[src/sv/ldp_session_state_machine_top_macros.svh]
// assertion helpers shared by the session block
`ifndef LDP_SESSION_STATE_MACHINE_TOP_MACROS_SVH
`define LDP_SESSION_STATE_MACHINE_TOP_MACROS_SVH

// same-cycle implication, checked outside reset
`define LDP_ASSERT_NOW(lbl, ante, cons, msg) \
  lbl: assert property (@(posedge clk) disable iff (!rst_n) (ante) |-> (cons)) \
    else $error(msg);

// next-cycle implication, checked outside reset
`define LDP_ASSERT_NXT(lbl, ante, cons, msg) \
  lbl: assert property (@(posedge clk) disable iff (!rst_n) (ante) |=> (cons)) \
    else $error(msg);

`endif

[src/sv/ldp_ssm_pkg.sv]
package ldp_ssm_pkg;

  // input modes
  localparam logic [1:0] MODE_MSG  = 2'd0;
  localparam logic [1:0] MODE_TICK = 2'd1;
  localparam logic [1:0] MODE_OPEN = 2'd2;
  localparam logic [1:0] MODE_FAIL = 2'd3;

  // message types
  localparam logic [1:0] MT_INIT      = 2'd0;
  localparam logic [1:0] MT_KEEPALIVE = 2'd1;

  // session states
  localparam logic [2:0] ST_INVALID  = 3'd0;
  localparam logic [2:0] ST_INIT     = 3'd1;
  localparam logic [2:0] ST_OPENREC  = 3'd2;
  localparam logic [2:0] ST_OPENSENT = 3'd3;
  localparam logic [2:0] ST_OPER     = 3'd4;

  // notification status codes
  localparam logic [2:0] SC_SHUTDOWN  = 3'd0;
  localparam logic [2:0] SC_INTERNAL  = 3'd1;
  localparam logic [2:0] SC_MISSING   = 3'd2;
  localparam logic [2:0] SC_MALFORMED = 3'd3;
  localparam logic [2:0] SC_BAD_KA    = 3'd4;
  localparam logic [2:0] SC_REJECTED  = 3'd5;
  localparam logic [2:0] SC_EXPIRED   = 3'd6;

  // configuration register indexes
  localparam logic [1:0] CFG_ROUTER_ID   = 2'd0;
  localparam logic [1:0] CFG_LABEL_SPACE = 2'd1;
  localparam logic [1:0] CFG_KEEPALIVE   = 2'd2;

  localparam logic [15:0] KA_RESET  = 16'd180;
  localparam logic [15:0] KA_MARGIN = 16'd10;

  typedef struct packed {
    logic [1:0]  mode;
    logic [1:0]  msg_type;
    logic [31:0] msg_id;
    logic        has_session_tlv;
    logic        tlv_value_ok;
    logic        loop_detect;
    logic [15:0] peer_keepalive;
    logic [31:0] receiver_router_id;
    logic [15:0] receiver_label_space;
    logic [31:0] sender_router_id;
    logic [15:0] sender_label_space;
    logic [31:0] now;
  } item_t;

  typedef struct packed {
    logic        send_init;
    logic        send_keepalive;
    logic        send_notification;
    logic [2:0]  status_code;
    logic [31:0] ref_msg_id;
    logic        ref_session_tlv;
    logic        deliver_message;
    logic        session_up;
    logic        request_shutdown;
    logic [2:0]  session_state;
    logic [31:0] init_receiver_router_id;
    logic [15:0] init_receiver_label_space;
  } result_t;

  typedef struct packed {
    logic [2:0]  state;
    logic [31:0] nbr_router_id;
    logic [15:0] nbr_label_space;
    logic [15:0] neg_keepalive;
    logic [31:0] last_send_time;
    logic [31:0] last_recv_time;
  } sess_t;

  typedef struct packed {
    logic [31:0] router_id;
    logic [15:0] label_space;
  } local_cfg_t;

endpackage

[src/sv/ldp_ssm_step.sv]
module ldp_ssm_step (
  input  ldp_ssm_pkg::item_t      item,
  input  ldp_ssm_pkg::sess_t      sess,
  input  ldp_ssm_pkg::local_cfg_t lcfg,
  output ldp_ssm_pkg::sess_t      sess_nxt,
  output ldp_ssm_pkg::result_t    res
);
  import ldp_ssm_pkg::*;

  logic        chk_fail;
  logic        chk_negotiate;
  logic [2:0]  chk_code;
  logic        chk_tlv;
  logic [15:0] ka_min;
  logic [15:0] ka_thresh;
  logic [31:0] since_send;
  logic [31:0] since_recv;
  logic        sent;

  // init parameter checks, first failure wins
  always_comb begin
    chk_fail      = 1'b1;
    chk_negotiate = 1'b0;
    chk_code      = SC_SHUTDOWN;
    chk_tlv       = 1'b0;
    if (!item.has_session_tlv) begin
      chk_code = SC_MISSING;
    end else if (!item.tlv_value_ok) begin
      chk_code = SC_MALFORMED;
    end else if (item.loop_detect) begin
      chk_code = SC_INTERNAL;
      chk_tlv  = 1'b1;
    end else if (item.peer_keepalive == 16'd0) begin
      chk_code = SC_BAD_KA;
      chk_tlv  = 1'b1;
    end else begin
      chk_negotiate = 1'b1;
      if (item.receiver_router_id != lcfg.router_id ||
          item.receiver_label_space != lcfg.label_space) begin
        chk_code = SC_REJECTED;
      end else begin
        chk_fail = 1'b0;
      end
    end
  end

  assign ka_min     = (sess.neg_keepalive > item.peer_keepalive) ? item.peer_keepalive
                                                                 : sess.neg_keepalive;
  assign ka_thresh  = (sess.neg_keepalive > KA_MARGIN) ? sess.neg_keepalive - KA_MARGIN
                                                       : 16'd0;
  assign since_send = item.now - sess.last_send_time;
  assign since_recv = item.now - sess.last_recv_time;

  always_comb begin
    sess_nxt = sess;
    res      = '0;
    sent     = 1'b0;
    case (item.mode)
      MODE_FAIL: begin
        sess_nxt.last_recv_time = item.now;
        sess_nxt.state          = ST_INVALID;
        res.send_notification   = 1'b1;
        res.status_code         = SC_SHUTDOWN;
        sent                    = 1'b1;
      end
      MODE_OPEN: begin
        sess_nxt.nbr_router_id   = item.sender_router_id;
        sess_nxt.nbr_label_space = item.sender_label_space;
        if (sess.state == ST_INIT) begin
          res.send_init                 = 1'b1;
          res.init_receiver_router_id   = item.sender_router_id;
          res.init_receiver_label_space = item.sender_label_space;
          sess_nxt.state                = ST_OPENSENT;
          sent                          = 1'b1;
        end
      end
      MODE_TICK: begin
        if (sess.state == ST_OPER) begin
          if (since_send > {16'd0, ka_thresh}) begin
            res.send_keepalive = 1'b1;
            sent               = 1'b1;
          end
          if (since_recv > {16'd0, sess.neg_keepalive}) begin
            res.request_shutdown = 1'b1;
            res.status_code      = SC_EXPIRED;
          end
        end
      end
      default: begin
        sess_nxt.last_recv_time = item.now;
        case (sess.state)
          ST_INVALID: begin
          end
          ST_INIT, ST_OPENSENT: begin
            sent = 1'b1;
            if (item.msg_type != MT_INIT) begin
              sess_nxt.state        = ST_INVALID;
              res.send_notification = 1'b1;
              res.status_code       = SC_SHUTDOWN;
            end else begin
              // only a fresh init from the initialized state learns the neighbor
              if (sess.state == ST_INIT) begin
                sess_nxt.nbr_router_id   = item.sender_router_id;
                sess_nxt.nbr_label_space = item.sender_label_space;
              end
              if (chk_negotiate) begin
                sess_nxt.neg_keepalive = ka_min;
              end
              if (chk_fail) begin
                sess_nxt.state        = ST_INVALID;
                res.send_notification = 1'b1;
                res.status_code       = chk_code;
                res.ref_msg_id        = item.msg_id;
                res.ref_session_tlv   = chk_tlv;
              end else begin
                res.send_keepalive = 1'b1;
                sess_nxt.state     = ST_OPENREC;
                if (sess.state == ST_INIT) begin
                  res.send_init                 = 1'b1;
                  res.init_receiver_router_id   = item.sender_router_id;
                  res.init_receiver_label_space = item.sender_label_space;
                end
              end
            end
          end
          ST_OPENREC: begin
            if (item.msg_type != MT_KEEPALIVE) begin
              sess_nxt.state        = ST_INVALID;
              res.send_notification = 1'b1;
              res.status_code       = SC_SHUTDOWN;
              sent                  = 1'b1;
            end else begin
              res.session_up = 1'b1;
              sess_nxt.state = ST_OPER;
            end
          end
          ST_OPER: begin
            res.deliver_message = (item.msg_type != MT_KEEPALIVE);
          end
          default: begin
            res.send_notification = 1'b1;
            res.status_code       = SC_INTERNAL;
            sent                  = 1'b1;
          end
        endcase
      end
    endcase
    if (sent) begin
      sess_nxt.last_send_time = item.now;
    end
    res.session_state = sess_nxt.state;
  end

endmodule

[src/sv/ldp_session_state_machine_top.sv]
// pipeline: an accepted item lands in the input register, and its result loads into the result
// register when that register is free or draining (out_vld low or out_stall low)
// throughput: one item per cycle while out_stall is low; the session update is combinational
// logic between the two registers, and the next item sees the updated session state directly
// reset (synchronous, rst_n low): state initialized, neighbor and timers zero, negotiated
// keepalive 180, local router id and label space zero, both pipeline registers empty
module ldp_session_state_machine_top (
  input  logic        clk,
  input  logic        rst_n,
  input  logic        cfg_we,
  input  logic [1:0]  cfg_idx,
  input  logic [31:0] cfg_data,
  input  logic        in_vld,
  output logic        in_stall,
  input  logic [1:0]  in_mode,
  input  logic [1:0]  in_msg_type,
  input  logic [31:0] in_msg_id,
  input  logic        in_has_session_tlv,
  input  logic        in_tlv_value_ok,
  input  logic        in_loop_detect,
  input  logic [15:0] in_peer_keepalive,
  input  logic [31:0] in_receiver_router_id,
  input  logic [15:0] in_receiver_label_space,
  input  logic [31:0] in_sender_router_id,
  input  logic [15:0] in_sender_label_space,
  input  logic [31:0] in_now,
  output logic        out_vld,
  input  logic        out_stall,
  output logic        out_send_init,
  output logic        out_send_keepalive,
  output logic        out_send_notification,
  output logic [2:0]  out_status_code,
  output logic [31:0] out_ref_msg_id,
  output logic        out_ref_session_tlv,
  output logic        out_deliver_message,
  output logic        out_session_up,
  output logic        out_request_shutdown,
  output logic [2:0]  out_session_state,
  output logic [31:0] out_init_receiver_router_id,
  output logic [15:0] out_init_receiver_label_space
);
  import ldp_ssm_pkg::*;

  `include "ldp_session_state_machine_top_macros.svh"

  logic       in_vld_r;
  item_t      item_r;
  logic       out_vld_r;
  result_t    out_r;
  sess_t      sess_r;
  sess_t      sess_nxt;
  result_t    res;
  local_cfg_t lcfg_r;
  logic       adv;
  logic       in_acc;

  // result register free or draining this cycle
  assign adv      = !out_vld_r || !out_stall;
  assign in_stall = in_vld_r && !adv;
  assign in_acc   = in_vld && !in_stall;

  always_ff @(posedge clk) begin
    if (!rst_n) begin
      in_vld_r <= 1'b0;
    end else if (in_acc) begin
      in_vld_r <= 1'b1;
    end else if (adv) begin
      in_vld_r <= 1'b0;
    end
  end

  always_ff @(posedge clk) begin
    if (in_acc) begin
      item_r.mode                 <= in_mode;
      item_r.msg_type             <= in_msg_type;
      item_r.msg_id               <= in_msg_id;
      item_r.has_session_tlv      <= in_has_session_tlv;
      item_r.tlv_value_ok         <= in_tlv_value_ok;
      item_r.loop_detect          <= in_loop_detect;
      item_r.peer_keepalive       <= in_peer_keepalive;
      item_r.receiver_router_id   <= in_receiver_router_id;
      item_r.receiver_label_space <= in_receiver_label_space;
      item_r.sender_router_id     <= in_sender_router_id;
      item_r.sender_label_space   <= in_sender_label_space;
      item_r.now                  <= in_now;
    end
  end

  ldp_ssm_step u_step (
    .item     (item_r),
    .sess     (sess_r),
    .lcfg     (lcfg_r),
    .sess_nxt (sess_nxt),
    .res      (res)
  );

  // session state and local configuration
  always_ff @(posedge clk) begin
    if (!rst_n) begin
      sess_r.state           <= ST_INIT;
      sess_r.nbr_router_id   <= '0;
      sess_r.nbr_label_space <= '0;
      sess_r.neg_keepalive   <= KA_RESET;
      sess_r.last_send_time  <= '0;
      sess_r.last_recv_time  <= '0;
      lcfg_r.router_id       <= '0;
      lcfg_r.label_space     <= '0;
    end else begin
      if (in_vld_r && adv) begin
        sess_r <= sess_nxt;
      end
      if (cfg_we) begin
        case (cfg_idx)
          CFG_ROUTER_ID:   lcfg_r.router_id <= cfg_data;
          CFG_LABEL_SPACE: lcfg_r.label_space <= cfg_data[15:0];
          CFG_KEEPALIVE:   sess_r.neg_keepalive <= cfg_data[15:0];
          default: begin
          end
        endcase
      end
    end
  end

  always_ff @(posedge clk) begin
    if (!rst_n) begin
      out_vld_r <= 1'b0;
    end else if (adv) begin
      out_vld_r <= in_vld_r;
    end
  end

  always_ff @(posedge clk) begin
    if (in_vld_r && adv) begin
      out_r <= res;
    end
  end

  assign out_vld                       = out_vld_r;
  assign out_send_init                 = out_r.send_init;
  assign out_send_keepalive            = out_r.send_keepalive;
  assign out_send_notification         = out_r.send_notification;
  assign out_status_code               = out_r.status_code;
  assign out_ref_msg_id                = out_r.ref_msg_id;
  assign out_ref_session_tlv           = out_r.ref_session_tlv;
  assign out_deliver_message           = out_r.deliver_message;
  assign out_session_up                = out_r.session_up;
  assign out_request_shutdown          = out_r.request_shutdown;
  assign out_session_state             = out_r.session_state;
  assign out_init_receiver_router_id   = out_r.init_receiver_router_id;
  assign out_init_receiver_label_space = out_r.init_receiver_label_space;

  `LDP_ASSERT_NOW(a_up_is_oper, out_vld_r && out_r.session_up, out_r.session_state == ST_OPER, "session up without operational state")
  `LDP_ASSERT_NOW(a_expiry_code, out_vld_r && out_r.request_shutdown, out_r.status_code == SC_EXPIRED && !out_r.send_notification, "hold expiry with wrong status")
  `LDP_ASSERT_NOW(a_state_range, 1'b1, sess_r.state <= ST_OPER, "session state out of range")
  `LDP_ASSERT_NXT(a_item_held, in_vld_r && !adv, in_vld_r && out_vld_r, "pending item lost while result blocked")

endmodule

[config.mk]
export PLATFORM = sky130hd
export DESIGN_NAME = ldp_session_state_machine_top
export DESIGN_NICKNAME = d
export VERILOG_FILES = /design/src/sv/ldp_ssm_pkg.sv /design/src/sv/ldp_ssm_step.sv /design/src/sv/ldp_session_state_machine_top.sv
export VERILOG_INCLUDE_DIRS = /design/src /design/src/sv
export SDC_FILE = /design/constraint.sdc
export NUM_CORES = 1
export LEC_CHECK = 0
export ABC_CLOCK_PERIOD_IN_PS = 14650
export BUFFER_PORTS_ARGS = -buffer_cell sky130_fd_sc_hd__buf_2
export CORE_UTILIZATION = 57
export DETAILED_ROUTE_END_ITERATION = 16
export PLACE_DENSITY = 0.83
export SETUP_SLACK_MARGIN = 0.15
export SYNTH_ARGS = -nofsm -noshare
export SYNTH_HDL_FRONTEND = slang
export SYNTH_SLANG_ARGS = --single-unit
[constraint.sdc]
create_clock -name clk -period 14.65 [get_ports clk]
set_input_delay 2.93 -clock clk [delete_from_list [all_inputs] [get_ports clk]]
set_output_delay 2.93 -clock clk [all_outputs]
set_load 0.01 [all_outputs]
# --- Word-level counts from Yosys, hierarchy flattened ---
# Index checks and enable logic that the tools add are counted.
totals:
  wordCells: 151
  register_bits: 409
  out_inout_bits: 95
  inputBits: 222
classes:
  n_addsub: 3
  order_cmp: 4
  eq_ne: 12
  n_mux: 64
  bitwise_logic: 7
  n_reduce_logical: 29
ops:
  columns: ["operator", "count"]
  rows:
  - ["$mux W48", 5]
  - ["$mux W64", 2]
  - ["$mux W16", 6]
  - ["$pmux W48 S2", 1]
  - ["$mux W80", 1]
  - ["$gt A32 B16 Y1", 2]
  - ["$mux W32", 2]
  - ["$sub A32 B32 Y32", 2]
  - ["$mux W37", 1]
  - ["$ne A32 B32 Y1", 1]
  - ["$mux W3", 10]
  - ["$mux W1", 21]
  - ["$gt A16 B16 Y1", 1]
  - ["$gt A16 B4 Y1 const B", 1]
  - ["$logic_not A16 Y1", 1]
  - ["$ne A16 B16 Y1", 1]
  - ["$sub A16 B4 Y16 const B", 1]
  - ["$pmux W3 S2", 2]
  - ["$pmux W4 S3", 1]
  - ["$reduce_and A2 Y1", 5]
  - ["$reduce_or A2 Y1", 5]
  - ["$pmux W3 S3", 1]
  - ["$mux W2", 4]
  - ["$mux W4", 2]
  - ["19 further kinds", 40]

# --- Logic depth before layout (Yosys ltp) ---
depth:
  ltp_word: 12
  depth_mapped: 24
  depth_no_buf: 23

# --- By module ---
# Synthesis repeated with hierarchy kept, for this count alone.
unflattened:
  hier_cells: 2236
  area_unflattened_um2: 23442.5
by_module_without_submodules:
  columns: ["mod", "instances", "cells_per_inst", "area_per_inst_um2", "seq_area_each_um2"]
  rows:
  - ["ldp_session_state_machine_top", 1, 1085, 15172.1, 11911.4]
  - ["ldp_ssm_step", 1, 1151, 8270.4, 0.0]

# --- Least setup slack after synthesis ---
# OpenSTA, ideal clock, no wires.
synth_path:
  path_type: "input -> register"
  startpoint: "input out_stall"
  endpoint: "register item_r[0] (netlist name), enable pin"
  setup_time_ns: 0.749
  path_stages: 2
  required_ns: 13.901
  arrival_time_ns: 11.217
  setup_slack_ns: 2.684
  n_path_buf: 0
  path_cell_list: "and3_1 nor2b_1"
synth_via:
  elab_chain_len: 6
synth_rtl:
  columns: ["element", "line", "source"]
  rows:
  - ["start: declaration", "ldp_session_state_machine_top.sv:28", "input logic out_stall,"]
  - ["$logic_not A1 Y1", "ldp_session_state_machine_top.sv:58", "assign adv = !out_vld_r || !out_stall;"]
  - ["$logic_or A1 B1 Y1", "ldp_session_state_machine_top.sv:58", null]
  - ["$logic_not A1 Y1", "ldp_session_state_machine_top.sv:59", "assign in_stall = in_vld_r && !adv;"]
  - ["$logic_and A1 B1 Y1", "ldp_session_state_machine_top.sv:59", null]
  - ["$logic_not A1 Y1", "ldp_session_state_machine_top.sv:60", "assign in_acc = in_vld && !in_stall;"]
  - ["$logic_and A1 B1 Y1", "ldp_session_state_machine_top.sv:60", null]
  - ["net in_acc", "ldp_session_state_machine_top.sv:55", "logic in_acc;"]
  - ["end: declaration", "ldp_session_state_machine_top.sv:47", "item_t item_r;"]
# The timed path passes the listed nets, and every way through them passes these cells.
# A chain may end at the register's enable or synchronous reset.

# --- Final worst setup path ---
layout_path:
  startpoint: "input out_stall"
  endpoint: "output in_stall"
layout_via:
  elab_chain_len: 4
layout_rtl:
  columns: ["element", "line", "source"]
  rows:
  - ["$logic_not A1 Y1", "ldp_session_state_machine_top.sv:58", null]
  - ["$logic_or A1 B1 Y1", "ldp_session_state_machine_top.sv:58", null]
  - ["$logic_not A1 Y1", "ldp_session_state_machine_top.sv:59", null]
  - ["$logic_and A1 B1 Y1", "ldp_session_state_machine_top.sv:59", null]
  - ["end: declaration", "ldp_session_state_machine_top.sv:14", "output logic in_stall,"]
# No other way between the ends.

==> impl_results.md <==
* Yosys reg bits at 409
* Final Cycle Share at 43.7%
* Crit-path max FO at 3
* Post-CTS Setup Bufs at 0
* Total power at 2.86 mW
* Area leader, netlist: edfxtp_1
* Fin Clk Skew at 28.4 ps
* Layout cells sized above 1 at 18.9%
* Cts repair resizes at 0
* Inst Count DP at 2,579
* Simple-gate share of the synthesized area at 14.6%
* WP data required at 11,720 ps
* Largest family of logic cells by synthesized area: simple AND/OR/NAND/NOR gates
* Max stage delay on crit path at 260 ps
* Switching share of power at 24.6%
* Synth Flop Type: edfxtp_1
* Flop pwr share at 46.4%
* Leak at 9.41 nW
* Via count at 14,800
* Final hold viol count at 0
* Vias in the first global route at 14,700
* Cell Chain, Critical Path: buf_2 -> and3_1 -> buf_2
* Drt via density at 5.58
* GP Congestion at 0.936
* Fin nets at 2,509
* Crit. End Element: output port
* Synth unique cells at 66
* DRC at 0
* Die area at 35,900 um2
* Routed Wire Length at 47.9 mm
* Max transition margin at 23.6%
* WP data arrival at 3470 ps
* TritonCTS buffer count at 43
* Post-synthesis compound-gate area fraction at 12.8%
* Initial core utilization at 57.9%
* Clock Latency Late Sink at 580 ps
* Buf+Inv Stages, Crit Path at 2
* Reg clk slew, reported paths at 50 ps
* # setup viols final at 0
* Nature of the critical path startpoint: primary input
* Outcome: completed
* Mux cell area share after synthesis at 2.35%
* Mapped cell area at 20,000 um2
* Commonest cells post-synth: 321 x nand2_1, 276 x edfxtp_1, 133 x dfxtp_1
* Max-cap violation count at 0
* Crit path max-delay family: buffers and inverters
* DRT Pass-1 Iters at 7
* Worst-margin pin slew at 1140 ps
* Post-Syn Nets at 2,203
* VDD IR max at 0.108 mV
* Fmax at 156 MHz
* Layout Area Growth over Synthesis at 17.6%
* Post-synthesis sequential area ratio at 54.7%
* Initial DRC count at 1,054
* First-pass GRT wire length at 75.7 mm
* # IOs at 317
* Comb pwr share at 12.9%
* Synth Area in Adders at 7.45%
* CTS tree: done
* Initial antenna violation count at 4
* CTS Sinks at 409
* Root Buffer: clkbuf_16
* Slowest CP cell: and3_1
* Int Power at 2.16 mW
* Synth Area in XOR/XNOR at 4.55%
* Mapped Cells at 1,863
* Buffers on Ports at 316
* Share of the synthesized area in the top cell type at 41.4%
* Min Tclk post-route at 6400 ps
* Power per cell area at 122 nW/um2
* Net Sw Power at 703 uW
* Final std cells w/o fill at 2,660
* RSZ-0062 raised after global routing: false
* DP HPWL at 35.0 mm
* Crit path top cell by count: buf_2
* DR WL/cell at 18.0 um
* Most frequent cell after synthesis: nand2_1
* Post-synth EDFFs at 276
* Core area at 34,500 um2
* CTS max path bufs at 3
* Top post-synthesis cells by area: edfxtp_1 41%, dfxtp_1 13%, ha_1 7.3%
* Clock network power share at 40.8%
* Final core utilization at 68.1%
* Syn avg cell area at 10.7 um2
* DIE WIDTH at 189 um
* CTS Hold Bufs at 0
* Ys async rst share at 0%
* Rows at 68
* Largest net degree at the start of global routing at 103
* Die Y at 189 um
* Hold Crit Class: reg -> reg
* H-tree depth at 2
* Total grt overflow at 0
* Routed Antenna Nets at 0
* Setup Crit Path Kind: in -> out
* Total GRT Usage at 26.7%
* Max Slew Vio Count at 0
* Synth warn at 0
* Post-route setup TNS at 0 ps
[registers in the layout, indices dropped and copies added, names as in the netlist]
signal,count
out_request_shutdown,1
out_vld,1
out_init_receiver_router_id,32
out_status_code,3
out_session_state,3
in_vld_r,1
out_send_init,1
out_session_up,1
sess_r,83
lcfg_r,48
out_send_keepalive,1
out_init_receiver_label_space,16
out_ref_msg_id,32
out_ref_session_tlv,1
item_r,183
out_deliver_message,1
out_send_notification,1
[layout make-up]
cell class	instances	area, um2
antenna	1	2.50
clock buffer	49	1120
clock inverter	31	399
fill	2520	11000
inverter	120	452
multi-input combinational	1268	8370
sequential	409	11000
tap	455	569
timing repair buffer	327	1670
[cell families (layout without fill, tap and decap cells)]
kind of cell             count (synthesis)  after routing
AND/OR/NAND/NOR                        620            620
flip-flops                             409            409
AO/OA/AOI/OAI                          379            379
buffers and inverters                  186            527
adder cells (fa/ha/maj)                118            118
XOR/XNOR                               104            104
multiplexers                            47             47
other                                    0              1
[path summary, 6_finish.rpt]
| check | startpoint | endpoint | slack (ps) | cells past startpoint |
|---|---|---|---|---|
| worst max-delay path | out_stall | in_stall | 8250 | 3 |
| worst min-delay path | sess_r[36] | sess_r[36] | 460 | 2 |
| worst max register to register | item_r[1] | sess_r[44] | 9050 | 23 |
| worst min register to register | sess_r[36] | sess_r[36] | 460 | 2 |
[worst min-delay path, cell delays in order, from the launching register on]
cell and delay (ps):
dfxtp_1 310, nand2_1 50, mux2i_1 50
[power groups by stage]
| stage | combinational (mW) | sequential, mW | clock, mW |
|---|---|---|---|
| after CTS | 0.365 | 1.33 | 1.18 |
| after global routing | 0.409 | 1.33 | 1.22 |
| after global placement | 0.349 | 1.35 | 0 |
| after floorplan | 0.242 | 1.35 | 0 |
| after detailed placement | 0.362 | 1.35 | 0 |
| final | 0.368 | 1.33 | 1.17 |
[cells in the final DEF (no fill, tap or decap), types with 15 or more instances in the layout]
cell	netlist	final
a211oi_1	15	15
a21boi_0	85	85
a21o_1	32	32
a21oi_1	97	97
and2_1	89	89
buf_2	3	315
clkbuf_16	0	44
dfxtp_1	133	133
edfxtp_1	276	276
ha_1	116	116
inv_1	119	118
mux2i_1	47	47
nand2_1	321	321
nand3_1	25	25
nand4_1	20	20
nor2_1	58	56
nor3_1	21	20
nor4_1	27	27
o21ai_0	55	55
xnor2_1	38	38
xor2_1	66	66
[stage by stage]
step | area [um2] | setup slack [ps] | hold slack [ps]
after floorplan | 20000 | 2680 | 435
after global placement | 22000 | 8300 | 441
after global routing | 23500 | 8230 | 477
after detailed placement | 22000 | 8270 | 450
final | 23500 | 8250 | 457
after CTS | 23500 | 8260 | 458
[metal layers]
layer,up-vias,routed length (um),global-route usage (%)
li1,7210,-,-
met1,7014,19700,33.6
met2,508,23600,45.8
met3,111,3060,4.65
met4,6,1580,10.0
met5,-,44,0
No activity file was read; power rests on OpenSTA's default activity.
